$ cat config.mk
export PLATFORM = sky130hd
export DESIGN_NAME = signed_div_magic_number
export DESIGN_NICKNAME = d
export VERILOG_FILES = /design/src/hw/rtl/sdmn_pkg.sv /design/src/hw/rtl/signed_div_magic_number.sv
export SDC_FILE = /design/constraint.sdc
export NUM_CORES = 1
export LEC_CHECK = 0
export BUFFER_PORTS_ARGS = -buffer_cell sky130_fd_sc_hd__buf_2
export CORE_MARGIN = 1
export CORE_UTILIZATION = 55
export CTS_CLUSTER_DIAMETER = 30
export DETAILED_ROUTE_END_ITERATION = 6
export PLACE_DENSITY_LB_ADDON = 0.1
export SYNTH_ARGS = -nofsm -noshare
export SYNTH_HDL_FRONTEND = slang
export SYNTH_SLANG_ARGS = --single-unit
$ cat constraint.sdc
create_clock -name clock -period 20.2 [get_ports clock]
set_input_delay 3.03 -clock clock [delete_from_list [all_inputs] [get_ports clock]]
set_output_delay 3.03 -clock clock [all_outputs]
set_load 0.005 [all_outputs]
$ cat src/hw/rtl/sdmn_pkg.sv
// Package for the signed division magic number generator: microcode types and program ROM.
package sdmn_pkg;

   localparam int unsigned DataWidth  = 32;
   localparam int unsigned StepWidth  = 3;
   localparam int unsigned CountWidth = 5;
   localparam int unsigned PWidth     = 6;

   localparam logic [DataWidth-1:0] Two31  = 32'h8000_0000;
   localparam logic [PWidth-1:0]    PStart = 6'd31;
   localparam logic [PWidth-1:0]    PBase  = 6'd32;
   localparam logic [PWidth-1:0]    PLimit = 6'd63;
   localparam logic [CountWidth-1:0] CountLast = 5'd31;

   typedef logic [StepWidth-1:0] step_type;

   typedef enum logic [2:0] {
      OP_START   = 3'd0,
      OP_DIV_ANC = 3'd1,
      OP_DIV_Q1  = 3'd2,
      OP_DIV_Q2  = 3'd3,
      OP_LOOP    = 3'd4,
      OP_FINISH  = 3'd5,
      OP_REJECT  = 3'd6
   } op_type;

   typedef enum logic [2:0] {
      COND_NEXT = 3'd0,
      COND_REJ  = 3'd1,
      COND_DIV  = 3'd2,
      COND_LOOP = 3'd3,
      COND_OUT  = 3'd4
   } cond_type;

   typedef struct packed {
      op_type   op;
      cond_type cond;
      step_type target;
   } ctrl_word_type;

   localparam step_type StepStart  = 3'd0;
   localparam step_type StepReject = 3'd6;

   function automatic ctrl_word_type program_rom(input step_type step);
      ctrl_word_type cw;
      case (step)
         3'd0: cw = '{op: OP_START,   cond: COND_REJ,  target: StepReject};
         3'd1: cw = '{op: OP_DIV_ANC, cond: COND_DIV,  target: StepStart};
         3'd2: cw = '{op: OP_DIV_Q1,  cond: COND_DIV,  target: StepStart};
         3'd3: cw = '{op: OP_DIV_Q2,  cond: COND_DIV,  target: StepStart};
         3'd4: cw = '{op: OP_LOOP,    cond: COND_LOOP, target: StepStart};
         3'd5: cw = '{op: OP_FINISH,  cond: COND_OUT,  target: StepStart};
         3'd6: cw = '{op: OP_REJECT,  cond: COND_OUT,  target: StepStart};
         default: cw = '{op: OP_REJECT, cond: COND_OUT, target: StepStart};
      endcase
      return cw;
   endfunction

endpackage

$ cat src/hw/rtl/signed_div_magic_number.sv
// Signed division magic number generator: microcoded sequencer over a shared divider.
//
// req_ channel: one word carries a signed 32-bit divisor. req_ready is high while
// no divisor is being worked on; a divisor is taken when req_valid and req_ready
// are both high.
// rsp_ channel: one word per divisor with valid_res, magic, shift_amount and
// correction. Divisors -1, 0 and 1 give valid_res low and zero fields.
// Sequence: a rejected divisor goes from the setup step straight to the reject step,
// which writes the output. Otherwise the setup step, three passes of the restoring divider
// (anc, q1/r1, q2/r2), the doubling loop and the output step follow in turn; the loop
// repeats while the magic number test asks for it and p stays below its limit.
// The shared divider yields one quotient bit per cycle.
// Throughput: one divisor at a time; the next one is taken once the result has
// been written to the output register, so a result waiting on rsp_ready does
// not hold off the next divisor's work.
// Stall: if the output register is still full when a new result is ready, the
// sequencer holds its last step until rsp_ready frees it.
// Reset: synchronous, active high; clears the sequencer and rsp_valid.
module signed_div_magic_number (
   input  logic               clock,
   input  logic               reset,
   input  logic               req_valid,
   output logic               req_ready,
   input  logic signed [31:0] req_divisor,
   output logic               rsp_valid,
   input  logic               rsp_ready,
   output logic               rsp_valid_res,
   output logic signed [31:0] rsp_magic,
   output logic        [4:0]  rsp_shift_amount,
   output logic signed [1:0]  rsp_correction
);

   localparam int unsigned W = sdmn_pkg::DataWidth;

   logic                          busy_ff, busy_in;
   sdmn_pkg::step_type            step_ff, step_in;
   logic [W-1:0]                  div_ff, div_in;
   logic                          neg_ff, neg_in;
   logic [W-1:0]                  ad_ff, ad_in;
   logic [W-1:0]                  t_ff, t_in;
   logic [W-1:0]                  anc_ff, anc_in;
   logic [W-1:0]                  q1_ff, q1_in;
   logic [W-1:0]                  r1_ff, r1_in;
   logic [W-1:0]                  q2_ff, q2_in;
   logic [W-1:0]                  r2_ff, r2_in;
   logic [sdmn_pkg::PWidth-1:0]   p_ff, p_in;
   logic [W-1:0]                  dq_ff, dq_in;
   logic [W-1:0]                  rem_ff, rem_in;
   logic [sdmn_pkg::CountWidth-1:0] cnt_ff, cnt_in;

   logic                          rsp_valid_ff, rsp_valid_in;
   logic                          rsp_vres_ff, rsp_vres_in;
   logic [W-1:0]                  rsp_magic_ff, rsp_magic_in;
   logic [4:0]                    rsp_shift_ff, rsp_shift_in;
   logic [1:0]                    rsp_corr_ff, rsp_corr_in;

   sdmn_pkg::ctrl_word_type       cw;
   logic                          in_fire;
   logic                          out_free;
   logic                          reject;
   logic                          cnt_last;

   logic [W-1:0]                  dv;
   logic [W:0]                    rem_sh;
   logic [W:0]                    rem_sub;
   logic                          rem_ge;
   logic [W-1:0]                  rem_nx;
   logic [W-1:0]                  dq_nx;

   logic [W-1:0]                  r1_dbl, r2_dbl;
   logic                          r1_ge, r2_ge;
   logic [W-1:0]                  q1_nx, r1_nx, q2_nx, r2_nx;
   logic [W-1:0]                  delta;
   logic [sdmn_pkg::PWidth-1:0]   p_nx;
   logic                          loop_more;

   logic [W-1:0]                  mu;
   logic [sdmn_pkg::PWidth-1:0]   p_rel;

   assign cw        = sdmn_pkg::program_rom(step_ff);
   assign req_ready = !busy_ff;
   assign in_fire   = req_valid && req_ready;
   assign out_free  = !rsp_valid_ff || rsp_ready;
   assign reject    = (div_ff == '0) || (div_ff == W'(1)) || (div_ff == '1);
   assign cnt_last  = (cnt_ff == sdmn_pkg::CountLast);

   // restoring divider, one quotient bit per cycle
   always_comb begin
      case (cw.op)
         sdmn_pkg::OP_DIV_Q1: dv = anc_ff;
         default:             dv = ad_ff;
      endcase
   end

   assign rem_sh  = {rem_ff, dq_ff[W-1]};
   assign rem_sub = rem_sh - {1'b0, dv};
   assign rem_ge  = (rem_sh >= {1'b0, dv});
   assign rem_nx  = rem_ge ? rem_sub[W-1:0] : rem_sh[W-1:0];
   assign dq_nx   = {dq_ff[W-2:0], rem_ge};

   // one doubling-loop iteration, modulo 2^32
   assign r1_dbl    = {r1_ff[W-2:0], 1'b0};
   assign r2_dbl    = {r2_ff[W-2:0], 1'b0};
   assign r1_ge     = (r1_dbl >= anc_ff);
   assign r2_ge     = (r2_dbl >= ad_ff);
   assign q1_nx     = {q1_ff[W-2:0], r1_ge};
   assign r1_nx     = r1_ge ? (r1_dbl - anc_ff) : r1_dbl;
   assign q2_nx     = {q2_ff[W-2:0], r2_ge};
   assign r2_nx     = r2_ge ? (r2_dbl - ad_ff) : r2_dbl;
   assign delta     = ad_ff - r2_nx;
   assign p_nx      = p_ff + sdmn_pkg::PWidth'(1);
   assign loop_more = ((q1_nx < delta) || ((q1_nx == delta) && (r1_nx == '0)))
                      && (p_nx < sdmn_pkg::PLimit);

   assign mu    = q2_ff + W'(1);
   assign p_rel = p_ff - sdmn_pkg::PBase;

   always_comb begin
      busy_in      = busy_ff;
      step_in      = step_ff;
      div_in       = div_ff;
      neg_in       = neg_ff;
      ad_in        = ad_ff;
      t_in         = t_ff;
      anc_in       = anc_ff;
      q1_in        = q1_ff;
      r1_in        = r1_ff;
      q2_in        = q2_ff;
      r2_in        = r2_ff;
      p_in         = p_ff;
      dq_in        = dq_ff;
      rem_in       = rem_ff;
      cnt_in       = cnt_ff;
      rsp_valid_in = rsp_valid_ff && !rsp_ready;
      rsp_vres_in  = rsp_vres_ff;
      rsp_magic_in = rsp_magic_ff;
      rsp_shift_in = rsp_shift_ff;
      rsp_corr_in  = rsp_corr_ff;

      if (in_fire) begin
         busy_in = 1'b1;
         step_in = sdmn_pkg::StepStart;
         div_in  = req_divisor;
      end else if (busy_ff) begin
         // datapath
         case (cw.op)
            sdmn_pkg::OP_START: begin
               neg_in = div_ff[W-1];
               ad_in  = div_ff[W-1] ? (W'(0) - div_ff) : div_ff;
               t_in   = sdmn_pkg::Two31 + W'(div_ff[W-1]);
               dq_in  = sdmn_pkg::Two31 + W'(div_ff[W-1]);
               rem_in = '0;
               cnt_in = '0;
            end
            sdmn_pkg::OP_DIV_ANC, sdmn_pkg::OP_DIV_Q1, sdmn_pkg::OP_DIV_Q2: begin
               dq_in  = dq_nx;
               rem_in = rem_nx;
               cnt_in = cnt_ff + sdmn_pkg::CountWidth'(1);
               if (cnt_last) begin
                  dq_in  = sdmn_pkg::Two31;
                  rem_in = '0;
                  case (cw.op)
                     sdmn_pkg::OP_DIV_ANC: anc_in = t_ff - W'(1) - rem_nx;
                     sdmn_pkg::OP_DIV_Q1: begin
                        q1_in = dq_nx;
                        r1_in = rem_nx;
                     end
                     default: begin
                        q2_in = dq_nx;
                        r2_in = rem_nx;
                        p_in  = sdmn_pkg::PStart;
                     end
                  endcase
               end
            end
            sdmn_pkg::OP_LOOP: begin
               q1_in = q1_nx;
               r1_in = r1_nx;
               q2_in = q2_nx;
               r2_in = r2_nx;
               p_in  = p_nx;
            end
            sdmn_pkg::OP_FINISH: begin
               if (out_free) begin
                  rsp_valid_in = 1'b1;
                  rsp_vres_in  = 1'b1;
                  rsp_magic_in = neg_ff ? (W'(0) - mu) : mu;
                  rsp_shift_in = p_rel[4:0];
                  if (mu[W-1]) begin
                     rsp_corr_in = neg_ff ? 2'b11 : 2'b01;
                  end else begin
                     rsp_corr_in = 2'b00;
                  end
               end
            end
            default: begin
               if (out_free) begin
                  rsp_valid_in = 1'b1;
                  rsp_vres_in  = 1'b0;
                  rsp_magic_in = '0;
                  rsp_shift_in = '0;
                  rsp_corr_in  = '0;
               end
            end
         endcase

         // sequencer
         case (cw.cond)
            sdmn_pkg::COND_REJ: begin
               step_in = reject ? cw.target : step_ff + sdmn_pkg::StepWidth'(1);
            end
            sdmn_pkg::COND_DIV: begin
               if (cnt_last) begin
                  step_in = step_ff + sdmn_pkg::StepWidth'(1);
               end
            end
            sdmn_pkg::COND_LOOP: begin
               if (!loop_more) begin
                  step_in = step_ff + sdmn_pkg::StepWidth'(1);
               end
            end
            sdmn_pkg::COND_OUT: begin
               if (out_free) begin
                  busy_in = 1'b0;
                  step_in = cw.target;
               end
            end
            default: step_in = step_ff + sdmn_pkg::StepWidth'(1);
         endcase
      end
   end

   always_ff @(posedge clock) begin
      if (reset) begin
         busy_ff      <= 1'b0;
         step_ff      <= sdmn_pkg::StepStart;
         rsp_valid_ff <= 1'b0;
      end else begin
         busy_ff      <= busy_in;
         step_ff      <= step_in;
         rsp_valid_ff <= rsp_valid_in;
      end
   end

   always_ff @(posedge clock) begin
      div_ff       <= div_in;
      neg_ff       <= neg_in;
      ad_ff        <= ad_in;
      t_ff         <= t_in;
      anc_ff       <= anc_in;
      q1_ff        <= q1_in;
      r1_ff        <= r1_in;
      q2_ff        <= q2_in;
      r2_ff        <= r2_in;
      p_ff         <= p_in;
      dq_ff        <= dq_in;
      rem_ff       <= rem_in;
      cnt_ff       <= cnt_in;
      rsp_vres_ff  <= rsp_vres_in;
      rsp_magic_ff <= rsp_magic_in;
      rsp_shift_ff <= rsp_shift_in;
      rsp_corr_ff  <= rsp_corr_in;
   end

   assign rsp_valid        = rsp_valid_ff;
   assign rsp_valid_res    = rsp_vres_ff;
   assign rsp_magic        = rsp_magic_ff;
   assign rsp_shift_amount = rsp_shift_ff;
   assign rsp_correction   = rsp_corr_ff;

endmodule

==> summary.txt, run 1 <==
Floorplanning
  – Core footprint: 0.0442 mm2
  – # rows: 77
  – Top Ports: 78
  – Die Height: 214 um
  – Die area: 0.0457 mm2
  – Die X: 214 um
  – Starting Density: a little under three fifths

Placed design
  – Number of port buffers: 77
  – HPWL Detailed: 50,100 um
  – Dpl ws: roughly 12,000 ps
  – RD Place Congestion: 0.954

Synthesis
  – Count of cell types in the netlist: between 90 and 100
  – Largest cells by area after synthesis: edfxtp_1, ha_1, xnor2_1, nand2_1, a21oi_1
  – Yosys top cell area share: 41.1%
  – Syn avg cell area: 9.56 um2
  – Most frequent cell after synthesis: edfxtp_1
  – Cell taking the most area after synthesis: edfxtp_1
  – Net Count, Synth: 2,786
  – Async S/R FF share, synth: 0%
  – Gate Count Post-Synth: 2,579
  – Register area share after synthesis: between 40 and 50%
  – Mapped cell area: approximately 0.025 mm2
  – Yosys reg bits: between 300 and 400
  – Yosys warning count: 0
  – Post-synth top flop: edfxtp_1
  – Number of synthesized flops with an enable pin: roughly 340
  – Synth top cells by count: edfxtp_1, nand2_1, a21oi_1, nor2_1, ha_1

Clock network
  – Clock Tree Buf Depth: 3
  – Post-CTS resize count: 0
  – Htree depth: 3
  – Clock sinks: 342
  – Clock root buffer: clkbuf_16
  – Worst-skew pair later-pin latency: 600 ps
  – CTS tree: built
  – Hold-fix buffers, CTS: 0
  – Worst-path clk slew: about 50 ps
  – # Post-CTS Setup Buffers: 0
  – Cts bufs inserted: 85

Route
  – Routed WL: 65,900 um
  – Pre-antenna DRT Iters: 5
  – Routed wire per std cell: 19.8 um
  – Iteration-0 DRC Markers: 1,530
  – Routed via count: ~20k
  – Number of routed nets with antenna violations: 0
  – Vias per std cell: 6.00
  – DRC: 0

Critical path
  – Crit-path max cell delay: 550 ps
  – Crit. End Element: flop
  – CP max-delay cell: edfxtp_1
  – Worst EP arrival: 8330 ps
  – Worst Path Required: 20,690 ps
  – Maximum fanout along the worst path: 59
  – CP Launch Type: flop
  – Crit Path Category: reg2reg

Power and ir drop
  – Leak: 11.5 nW
  – Pwr Density: 99.5 mW/mm2
  – VDD IR max: 74.8 uV

GRT
  – Vias in the first global route: 20.0k
  – Grt total ovfl: 0
  – Pin count of the biggest net entering global routing: 64
  – Total Routing Usage GR: approximately 30%
  – First-pass GRT wire length: 104,000 um
  – Initial antenna violation count: 1

STA
  – Post-route minimum period: 7850 ps
  – Setup TNS: 0 ps
  – Worst Tran Pin Value: 1120 ps
  – # setup viols final: 0
  – Final hold vios: 0
  – Clock Skews: 14.0 ps
  – Worst relative slew slack: 25.4%
  – Fin Hold WS: roughly 530 ps
  – Final WS setup: between 10,000 and 15,000 ps
  – RSZ-0062 raised after global routing: no
  – Post-route clock period utilization: 38.8%
  – Fmax: 127 MHz
  – Final Max Tran Viols: 0

Final layout
  – N_diodes: 0
  – Share of post-route cells with drive strength above 1: 11.7%
  – Area growth syn-to-layout: 15.4%
  – # fillers: 3,639
  – Final nets: 2,874

Worst hold path
  – Worst min path class: reg2reg

Status
  – Outcome: complete, no violations

Run
  – Max Cap Viol: 0
-- cell usage in the layout, fill, tap and decap left out, types with 9 or more instances in the layout --
| cell type | synthesis | layout |
|---|---|---|
| nand2b_1 | 30 | 30 |
| a21o_1 | 75 | 75 |
| a211oi_1 | 12 | 12 |
| clkinvlp_4 | 0 | 16 |
| nand2_1 | 299 | 298 |
| xor2_1 | 71 | 71 |
| o21bai_1 | 20 | 20 |
| or3_1 | 15 | 15 |
| clkinv_2 | 0 | 15 |
| nor2_1 | 217 | 217 |
| nor4_1 | 16 | 16 |
| o31a_1 | 9 | 9 |
| and2_1 | 66 | 64 |
| a21boi_0 | 11 | 11 |
| o21ai_0 | 98 | 98 |
| clkbuf_16 | 0 | 87 |
| inv_1 | 110 | 109 |
| buf_2 | 13 | 77 |
| a21oi_1 | 217 | 216 |
| nand3_1 | 58 | 58 |
| bufinv_16 | 0 | 9 |
| xnor2_1 | 152 | 152 |
| o21a_1 | 27 | 27 |
| nand4_1 | 49 | 49 |
| nor2b_1 | 28 | 26 |
| or2_2 | 14 | 14 |
| and3_1 | 31 | 31 |
| o31ai_1 | 22 | 22 |
| buf_4 | 0 | 21 |
| ha_1 | 168 | 168 |
| edfxtp_1 | 337 | 337 |
| nor3_1 | 50 | 46 |
| a31oi_1 | 21 | 21 |
| mux2i_1 | 83 | 83 |
-- layout make-up --
class,instances,area [um2],area share [%]
Multi-Input combinational cell,2030,13700,48.1
Sequential cell,342,10200,35.9
Clock buffer,93,2220,7.81
Tap cell,592,741,2.60
Clock inverter,62,618,2.17
Timing Repair Buffer,98,543,1.91
Inverter,110,413,1.45
-- final timing paths --
| path | to | depth (start not counted) | slack [ps] | start |
|---|---|---|---|---|
| min | step_ff[0]$_SDFFE_PP0P_ | 2 | 530 | step_ff[0]$_SDFFE_PP0P_ |
| min reg2reg | step_ff[0]$_SDFFE_PP0P_ | 2 | 530 | step_ff[0]$_SDFFE_PP0P_ |
| max | step_ff[1]$_SDFFE_PP0P_ | 31 | 12350 | ad_ff[9]$_DFFE_PP_ |
| max reg2reg | step_ff[1]$_SDFFE_PP0P_ | 31 | 12350 | ad_ff[9]$_DFFE_PP_ |
-- routing by layer --
metal | track usage [%] | vias to the layer above | routed length [um]
met1 | 36.6 | 9528 | 27700
met4 | 13.6 | 2 | 2380
li1 | - | 9648 | -
met5 | 0 | - | 13
met2 | 51.0 | 654 | 32200
met3 | 4.51 | 143 | 3610
-- cell families after synthesis --
kind of cell	share of synthesized area, %
and+or+nand+nor	18.3
AOI/OAI and AO/OA	16.3
DFF	41.5
xor gates and xnor gates	7.93
buffers and inverters	3.23
adders and majority gates	8.99
muxes	3.78
other	0.0152
-- sequential cells by signal (all words and copies together) (netlist names), 2 cells and up --
name              count
rsp_shift_amount      5
r2_ff                31
div_ff               32
rem_ff               32
p_ff                  6
rsp_correction        2
q1_ff                31
ad_ff                32
step_ff               3
r1_ff                31
rsp_magic            32
dq_ff                32
cnt_ff                5
anc_ff               32
q2_ff                32
-- per-stage QoR --
step           util, %  total power [mW]  std cells  instance area [um2]
3_3_place_gp      57.9              1.48       3172                25600
3_5_place_dp      57.9              1.49       3172                25600
2_1_floorplan        -              1.34       2579                24600
6_report          64.3              2.83       3327                28400
5_1_grt           64.3              2.95       3327                28400
4_1_cts           64.3              2.84       3327                28400
-- power by group --
part	internal, mW	switching, mW	leakage, nW
clock network	0.905	0.431	1.35
registers	0.837	0.0268	3.26
logic	0.249	0.380	6.85
total	1.99	0.837	11.5
-- critical path: cells and delay by family (launching register included) --
kind	cells	cell delay (ps)
AND/OR/NAND/NOR	9	1790
AO/OA/AOI/OAI	14	3090
buffers and inverters	2	640
XOR/XNOR	2	310
adder cells (fa/ha/maj)	4	1300
flip-flops	1	550
(Power assumes the default switching activity.)
==> run 2, diff against run 1 <==
clock period = 7.7 ns   (was 20.2 ns; I/O delays follow)
==> run 2 against run 1 <==
Routed wire length increased by 3.7%. Worst hold slack better by 8.0 ps. Sequential share of layout area shrank 0.32 points. Maximum frequency grew 8.8%. Power rose to 2.7 times the previous value. Sequential power rose to 2.6 times the previous value. Register-to-register slack lost 12000 ps. Count of clock-buffer cells in the layout is 3 higher. Critical path depth up 2. Utilization grew 0.59 points. Clock power grew to 2.7 times the previous value. Worst setup slack got worse by 12000 ps. Largest cell class unchanged.
==> summary.txt, run 2 (same netlist as run 1, synthesis figures left out) <==
Worst hold path
  – Hold depth: 1 (-1)
  – Hold path endpoint: dq_ff[26]$_SDFFCE_PN0P_
  – Worst min path class: reg2reg
  – Worst hold path startpoint: dq_ff[25]$_SDFFCE_PN0P_

Critical path
  – Crit. End Element: flop
  – Worst R2R Path Depth: 33 (+6.5%)
  – Crit-path leading delay family: compound AO/OA/AOI/OAI gates
  – Worst Path Required: 8200 ps (-12,490 ps)
  – CP bufs+invs: 1 (-1)
  – CP max-delay cell: edfxtp_1
  – Maximum fanout along the worst path: 8 (-86%)
  – Crit-path max cell delay: 440 ps (-110 ps)
  – RR Startpoint: ad_ff[1]$_DFFE_PP_
  – Crit Path Category: reg2reg
  – Critical Path Most Common Cell: a21oi_1
  – Worst EP arrival: 7710 ps (-620 ps)
  – CP Launch Type: flop
  – Internal reg-to-reg setup slack: 490 ps (-11,860 ps)
  – Reg2Reg Capture Point: step_ff[1]$_SDFFE_PP0P_

Final layout
  – Most common cell after layout, fill and taps aside: edfxtp_1
  – Share of post-route cells with drive strength above 1: 12.2% (+0.56 points)
  – # fillers: 3,555 (-2.3%)
  – Final Util: 64.9% (+0.59 points)
  – Commonest non-fill, non-tap cells in the layout: edfxtp_1, nand2_1, nor2_1
  – Design Area, Final: 0.0287 mm2 (+0.91%)
  – Final nets: 2,890 (+0.56%)
  – Finished Layout Cells: 3,341 (+0.42%)
  – Area growth syn-to-layout: 16.4%
  – N_diodes: 0 (unchanged)

STA
  – Post-route clock period utilization: 93.7% (+55 points)
  – Final hold vios: 0 (unchanged)
  – Post-route minimum period: 7210 ps (-635 ps)
  – Worst relative slew slack: 24.5% (-0.88 points)
  – Worst Tran Pin Value: 1130 ps (+13.5 ps)
  – Clock Skews: 29.5 ps (+15.5 ps)
  – Final WS setup: 487 ps (-11,860 ps)
  – # setup viols final: 0 (unchanged)
  – Fmax: 139 MHz (+8.8%)
  – Final Max Tran Viols: 0 (unchanged)

Placed design
  – Placed cell count: 3,187 (+0.47%)
  – Number of port buffers: 77 (unchanged)
  – HPWL Detailed: 51,800 um (+3.4%)
  – Cell Area, Placed: 0.0257 mm2 (+0.44%)
  – RD Place Congestion: 0.949 (-0.49%)
  – Dpl ws: 337 ps (-12,050 ps)

Clock network
  – Worst-path clk slew: 50 ps (about the same)
  – Htree depth: 3 (unchanged)
  – Clock Tree Buf Depth: 3 (unchanged)
  – Clock sinks: 342 (unchanged)
  – CTS tree: built
  – Clock root buffer: clkbuf_16
  – Worst-skew pair later-pin latency: 620 ps (+20 ps)
  – Cts bufs inserted: 84 (-1.2%)
  – Hold-fix buffers, CTS: 0 (unchanged)

GRT
  – Initial antenna violation count: 2 (+1)
  – Total Routing Usage GR: 30.4% (+0.71 points)
  – Vias in the first global route: 19.7k (-1.6%)
  – First-pass GRT wire length: 106,000 um (+1.5%)
  – Grt total ovfl: 0 (unchanged)
  – Pin count of the biggest net entering global routing: 73 (+14%)

Floorplanning
  – Die Height: 214 um (unchanged)
  – Die X: 214 um (unchanged)
  – Top Ports: 78 (unchanged)
  – # rows: 77 (unchanged)
  – Die area: 0.0457 mm2 (unchanged)
  – Starting Density: 55.7% (unchanged)
  – Core footprint: 0.0442 mm2 (unchanged)

Route
  – Vias per std cell: 5.99 (-0.30%)
  – Routed WL: 68,300 um (+3.7%)
  – Number of routed nets with antenna violations: 0 (unchanged)
  – Routed wire per std cell: 20.5 um (+3.2%)
  – DRC: 0 (unchanged)
  – Pre-antenna DRT Iters: 5 (unchanged)
  – Routed via count: 20.0k (+0.12%)
  – Iteration-0 DRC Markers: 1,334 (-13%)

Power and ir drop
  – VDD IR max: 309 uV (+310%)
  – Leak: 11.6 nW (+1.3%)
  – Pwr Density: 265 mW/mm2 (+170%)

Run
  – Max Cap Viol: 0 (unchanged)

Status
  – Outcome: complete, no violations
## run 2: cell count changes in the layout (fill, tap and decap cells not counted), moves of 5 or more
cell and delta:
buf_4 +17, bufinv_16 +5, clkinv_4 -5, clkinvlp_4 -6
inv_6 -5
## run 2: where the power goes
part           switching [mW]  internal, mW  leakage (nW)
clock network            1.11          2.55          1.42
logic                    1.02         0.667          6.93
registers              0.0659          2.20          3.26
## run 2: through the flow
step | TNS (ps) | power, mW | hold WS [ps]
final | 0 | 7.61 | 540
after global routing | -19.4 | 7.94 | 566
after CTS | 0 | 7.63 | 538
after detailed placement | 0 | 3.95 | 532
after global placement | 0 | 3.91 | 507
after floorplan | 0 | 3.50 | 424
## run 2: timing repair
item	4_1_cts	5_1_grt
setup buffers	0	2
gates resized for setup	0	10
endpoints found under the setup margin	0	3
## run 2: how the worst max path moves through the flow
stage | startpoint | end | depth (start not counted)
2_1_floorplan | step_ff[1]$_SDFFE_PP0P_ | anc_ff[30]$_DFFE_PP_ | 31
3_3_place_gp | ad_ff[1]$_DFFE_PP_ | step_ff[1]$_SDFFE_PP0P_ | 34
3_5_place_dp | ad_ff[1]$_DFFE_PP_ | step_ff[1]$_SDFFE_PP0P_ | 34
4_1_cts | ad_ff[1]$_DFFE_PP_ | step_ff[1]$_SDFFE_PP0P_ | 34
5_1_grt | ad_ff[1]$_DFFE_PP_ | step_ff[1]$_SDFFE_PP0P_ | 34
6_report | ad_ff[1]$_DFFE_PP_ | step_ff[1]$_SDFFE_PP0P_ | 33
## run 2: cell type report
cell class                 count  area [um2]  area share (%)
multi-input combinational   2030       13700            47.8
sequential                   342       10200            35.6
clock buffer                  96        2250            7.85
tap                          592         741            2.58
clock inverter                56         687            2.39
timing repair buffer         115         671            2.34
inverter                     110         413            1.44
## run 2: routing by layer
| metal | global-route usage [%] | vias to the layer above | share of wire, % |
|---|---|---|---|
| met2 | 51.6 | 632 | 48 |
| met1 | 38.3 | 9555 | 43 |
| met4 | 11.4 | 0 | 3.1 |
| met3 | 5.70 | 140 | 5.5 |
| met5 | 0 | - | 0 |
| li1 | - | 9671 | - |
## run 2: worst reg2reg max path: cells and delay by family (launching register included)
| kind | cells | cell delay, ps |
|---|---|---|
| xor gates and xnor gates | 2 | 270 |
| AOI/OAI and AO/OA | 19 | 3990 |
| buffers and inverters | 1 | 140 |
| adders and majority gates | 3 | 930 |
| and+or+nand+nor | 8 | 1330 |
| DFF | 1 | 440 |
